--- src/rtl/core/ssth_pkg.sv ---
// ----------------------------------------------------------------------------
// ssth_pkg
// types and constants of the start/stop time histogrammer
// ----------------------------------------------------------------------------
`default_nettype none

package ssth_pkg;

  localparam int TIME_BITS         = 48;
  localparam int DEF_HIST_BINS     = 128;
  localparam int DEF_MAX_PENDING   = 16;
  localparam int DEF_COUNT_BITS    = 32;
  localparam int CFG_DATA_BITS     = 8;

  localparam logic [2:0] PAT_START = 3'b100;
  localparam logic [2:0] PAT_STOP1 = 3'b010;
  localparam logic [2:0] PAT_STOP2 = 3'b001;

  typedef enum logic [1:0] {
    CMD_EVENT    = 2'd0,
    CMD_READ_BIN = 2'd1,
    CMD_READ_CNT = 2'd2,
    CMD_CLEAR    = 2'd3
  } cmd_e;

  typedef enum logic [1:0] {
    ST_OK         = 2'd0,
    ST_FEW_STARTS = 2'd1,
    ST_NO_STOP    = 2'd2,
    ST_LOST       = 2'd3
  } status_e;

  typedef enum logic [1:0] {
    CFG_S1_SHIFT = 2'd0,
    CFG_S1_COUNT = 2'd1,
    CFG_S2_SHIFT = 2'd2,
    CFG_S2_COUNT = 2'd3
  } cfg_idx_e;

  typedef enum logic [2:0] {
    OP_START    = 3'd0,
    OP_STOP     = 3'd1,
    OP_READ_BIN = 3'd2,
    OP_READ_CNT = 3'd3,
    OP_CLEAR    = 3'd4
  } op_e;

  typedef struct packed {
    cmd_e                  command;
    logic [TIME_BITS-1:0]  event_time;
    logic                  start_bit;
    logic                  stop1_bit;
    logic                  stop2_bit;
    logic                  stop_select;
    logic [6:0]            bin_index;
  } in_item_t;

  typedef struct packed {
    logic [31:0] bin_value;
    logic [31:0] matched_starts;
    logic [31:0] stops_used;
    logic [31:0] overflow_hits;
    status_e     status;
  } out_item_t;

  typedef struct packed {
    op_e                  op;
    logic [TIME_BITS-1:0] t;
    logic                 ch;
    logic [6:0]           bin;
  } q_item_t;

  typedef struct packed {
    logic [3:0] s1_shift;
    logic [7:0] s1_count;
    logic [3:0] s2_shift;
    logic [7:0] s2_count;
  } cfg_t;

endpackage

`default_nettype wire

--- src/rtl/core/ssth_front.sv ---
// ----------------------------------------------------------------------------
// ssth_front
// classifies incoming beats and queues them for the back end
// ----------------------------------------------------------------------------
`default_nettype none

module ssth_front (
  input  logic              clk_i,
  input  logic              rst_ni,
  input  logic              in_valid_i,
  output logic              in_ready_o,
  input  ssth_pkg::in_item_t in_data_i,
  output logic              q_valid_o,
  output ssth_pkg::q_item_t q_item_o,
  input  logic              q_pop_i
);
  import ssth_pkg::*;

  q_item_t    fifo_q [2];
  logic       wptr_q, rptr_q;
  logic [1:0] cnt_q;
  q_item_t    item;
  logic       keep;
  logic       push;

  always_comb begin
    item.t   = in_data_i.event_time;
    item.ch  = in_data_i.stop_select;
    item.bin = in_data_i.bin_index;
    item.op  = OP_START;
    keep     = 1'b1;
    unique case (in_data_i.command)
      CMD_EVENT: begin
        priority case ({in_data_i.start_bit, in_data_i.stop1_bit, in_data_i.stop2_bit})
          PAT_START: item.op = OP_START;
          PAT_STOP1: begin
            item.op = OP_STOP;
            item.ch = 1'b0;
          end
          PAT_STOP2: begin
            item.op = OP_STOP;
            item.ch = 1'b1;
          end
          default: keep = 1'b0;
        endcase
      end
      CMD_READ_BIN: item.op = OP_READ_BIN;
      CMD_READ_CNT: item.op = OP_READ_CNT;
      CMD_CLEAR:    item.op = OP_CLEAR;
    endcase
  end

  assign in_ready_o = (cnt_q != 2'd2);
  assign push       = in_valid_i && in_ready_o && keep;
  assign q_valid_o  = (cnt_q != 2'd0);
  assign q_item_o   = fifo_q[rptr_q];

  always_ff @(posedge clk_i) begin
    if (push) begin
      fifo_q[wptr_q] <= item;
    end
  end

  always_ff @(posedge clk_i or negedge rst_ni) begin
    if (!rst_ni) begin
      wptr_q <= 1'b0;
      rptr_q <= 1'b0;
      cnt_q  <= 2'd0;
    end else begin
      if (push) begin
        wptr_q <= ~wptr_q;
      end
      if (q_pop_i) begin
        rptr_q <= ~rptr_q;
      end
      cnt_q <= cnt_q + 2'(push) - 2'(q_pop_i);
    end
  end

endmodule

`default_nettype wire

--- config.mk ---
export PLATFORM = sky130hd
export DESIGN_NAME = ssth_front
export DESIGN_NICKNAME = d
export VERILOG_FILES = /design/src/rtl/core/ssth_pkg.sv /design/src/rtl/core/ssth_front.sv
export SDC_FILE = /design/constraint.sdc
export NUM_CORES = 1
export LEC_CHECK = 0
export ABC_CLOCK_PERIOD_IN_PS = 4800
export BUFFER_PORTS_ARGS = -buffer_cell sky130_fd_sc_hd__buf_2
export CAP_MARGIN = 20
export CORE_MARGIN = 3
export CORE_UTILIZATION = 47
export CTS_CLUSTER_SIZE = 24
export DETAILED_ROUTE_END_ITERATION = 8
export PLACE_DENSITY = 0.8
export SYNTH_ARGS = -nofsm -noshare
export SYNTH_HDL_FRONTEND = slang
export SYNTH_SLANG_ARGS = --single-unit
--- constraint.sdc ---
create_clock -name clk_i -period 4.8 [get_ports clk_i]
set_clock_uncertainty 0.05 [all_clocks]
set_input_delay 0.96 -clock clk_i [delete_from_list [all_inputs] [get_ports clk_i]]
set_output_delay 0.96 -clock clk_i [all_outputs]
set_load 0.01 [all_outputs]
==> results.json <==
{
  "io_pins": 126,
  "endpoint_kind": "output pin",
  "reg2reg_depth": 4,
  "wl_um": 7780,
  "cp_max_fo": 32,
  "setup_violations": 0,
  "synth_compound_area_share_pct": 0.989,
  "grt_use_total_pct": 15.4,
  "cts.sinks": 122,
  "drv_cap": 0,
  "mostFrequentLayoutCells": "125 x buf_2, 118 x edfxtp_1, 60 x mux2_2",
  "r2r_end": "fifo_q[0][12]",
  "ys_seq_elements": 122,
  "fp.dieH_um": 104,
  "postRouteAntennaNets": 0,
  "synth_xor_area_share_pct": 0.961,
  "status": "complete, no violations",
  "cp-start-kind": "flip-flop",
  "post-cts-setup-buffers": 0,
  "cts_made_buffers": 17,
  "endpoint": "q_item_o[33]",
  "worstMarginPinSlew_ns": 0.767,
  "insertion_delay_ns": 0.48,
  "finalWeightedCongestion": 0.712,
  "wl_per_cell_um": 15.6,
  "syn_nets": 285,
  "post_cts_resized": 0,
  "root_buffer": "clkbuf_8",
  "die_x_um": 104,
  "startpoint": "rptr_q",
  "placed_cell_area_mm2": 0.00538,
  "antenna_cells": 0,
  "cts_tree": "built",
  "syn_area_per_cell_um2": 21.2,
  "seq_area_frac_synth_pct": 80.0,
  "clock_path_buffers": 2,
  "crit_type": "flip-flop to output pin",
  "h-tree-depth": 4,
  "rows": 35,
  "grt_max_degree": 41,
  "core-area_mm2": 0.00933,
  "yosysWarnings": 0,
  "crit_arrival_ns": 2.22,
  "vias": 2380,
  "rrSetupSlack_ns": 2.79,
  "reg2reg_from": "cnt_q[1]",
  "muxShareOfSynthArea_pct": 14.8,
  "worst_ep_required_time_ns": 3.79,
  "first_pass_iters": 4,
  "final.setup.tns_ns": 0,
  "slew_headroom_pct": 48.9,
  "p_leak_uw": 0.00225,
  "fin_nets": 426,
  "cts_hold_buf": 0,
  "io_buffer_count": 125,
  "syn-cell-area_mm2": 0.00456,
  "hold_path_class": "input port to async pin",
  "area_growth_pct": 30.2,
  "powerDensity_mw_per_mm2": 605,
  "cts.reportedPaths.clkPinSlew_ns": 0.05,
  "final_common_cell": "buf_2",
  "syn_inst": 215,
  "slew_violations": 0,
  "initial_core_util_pct": 48.8,
  "vias_per_cell": 4.78,
  "synth_top_family_by_area": "multiplexers",
  "yosys.area_share.simple_pct": 0.632,
  "vdd_drop_max_uv": 314,
  "rsz0062_at_grt": "false",
  "fillers": 698,
  "overflow": 0,
  "grt_pass1_vias": 2691,
  "antenna_found_initial": 0,
  "synth_adder_area_share_pct": 1.37,
  "die_area_mm2": 0.0109,
  "hold_viol": 0,
  "post-route-period-util_pct": 67.2,
  "grt_first_pass_wirelength_um": 13000,
  "design_area_mm2": 0.00593,
  "ys_types": 17,
  "drive_gt1_share_pct": 60.2,
  "final.min_clock_period_ns": 3.23,
  "max_freq_ghz": 0.310,
  "drc": 0,
  "drt_iter0_drc": 92,
  "dp_hpwl_um": 5250
}
registers in the layout (all words and copies together) (netlist names):
register,count
rptr_q,1
wptr_q,1
fifo_q,118
cnt_q,2
synthesized netlist by cell type:
cell type	count	area share (%)
dfrtp_1	4	2.2
ha_1	5	1.4
nor3_1	1	0.11
nand2b_1	1	0.14
clkbuf_1	1	0.082
a31oi_1	1	0.14
o31ai_1	1	0.16
inv_1	6	0.49
mux2_2	60	15
o311ai_4	1	0.58
edfxtp_1	118	78
buf_2	6	0.66
or2_2	1	0.14
xor2_1	1	0.19
xnor2_1	4	0.77
nor2_1	3	0.25
o21ai_0	1	0.11
layer usage:
metal	global-route usage, %	share of wire [%]	vias up
met5	0	0	-
met2	25.7	51	83
met1	17.8	41	1162
li1	-	-	1128
met4	6.74	0.80	0
met3	5.77	7.1	7
kinds of logic after synthesis:
kind of cell	count (synthesis)
multiplexers	60
AND/OR/NAND/NOR	6
adder cells (fa/ha/maj)	5
XOR/XNOR	5
flip-flops	122
buffers and inverters	13
AO/OA/AOI/OAI	4
layout make-up:
cell class	count	area, µm²	area share, %
clock inverter	14	131	2.22
multi-input combinational	80	871	14.7
timing repair buffer	129	681	11.5
sequential	122	3640	61.5
tap	129	161	2.72
clock buffer	18	418	7.05
inverter	6	22.5	0.380
metrics by stage:
stage	setup slack, ns	utilization [%]	hold WS (ns)	std cells	power, µW
6_report	1.57	63.6	0.222	498	3590
5_1_grt	1.43	63.6	0.192	498	3780
4_1_cts	1.49	63.6	0.192	498	3640
3_5_place_dp	1.85	57.7	0.466	466	2480
3_3_place_gp	1.90	57.7	0.443	466	2450
2_1_floorplan	0.329	-	0.417	215	2110
critical path: stages (launching register included):
cell	delay, ns
dfrtp_2	0.86
buf_4	0.36
mux2_2	0.37
buf_2	0.14
power breakdown:
group          switching [µW]  leakage (µW)  internal [µW]
clock                     422      0.000263            729
sequential                106       0.00114           1420
combinational             457      0.000854            450
total                     985       0.00225           2600
worst min path at each step:
stage | start | to | slack [ns] | cells after the start
6_report | rst_ni | wptr_q | 0.22 | 1
5_1_grt | rst_ni | wptr_q | 0.19 | 1
4_1_cts | rst_ni | cnt_q[0] | 0.19 | 1
3_5_place_dp | cnt_q[0] | cnt_q[0] | 0.47 | 1
3_3_place_gp | cnt_q[0] | cnt_q[0] | 0.44 | 1
2_1_floorplan | wptr_q | wptr_q | 0.42 | 1
Note: power is estimated with default switching activity, not from simulation.
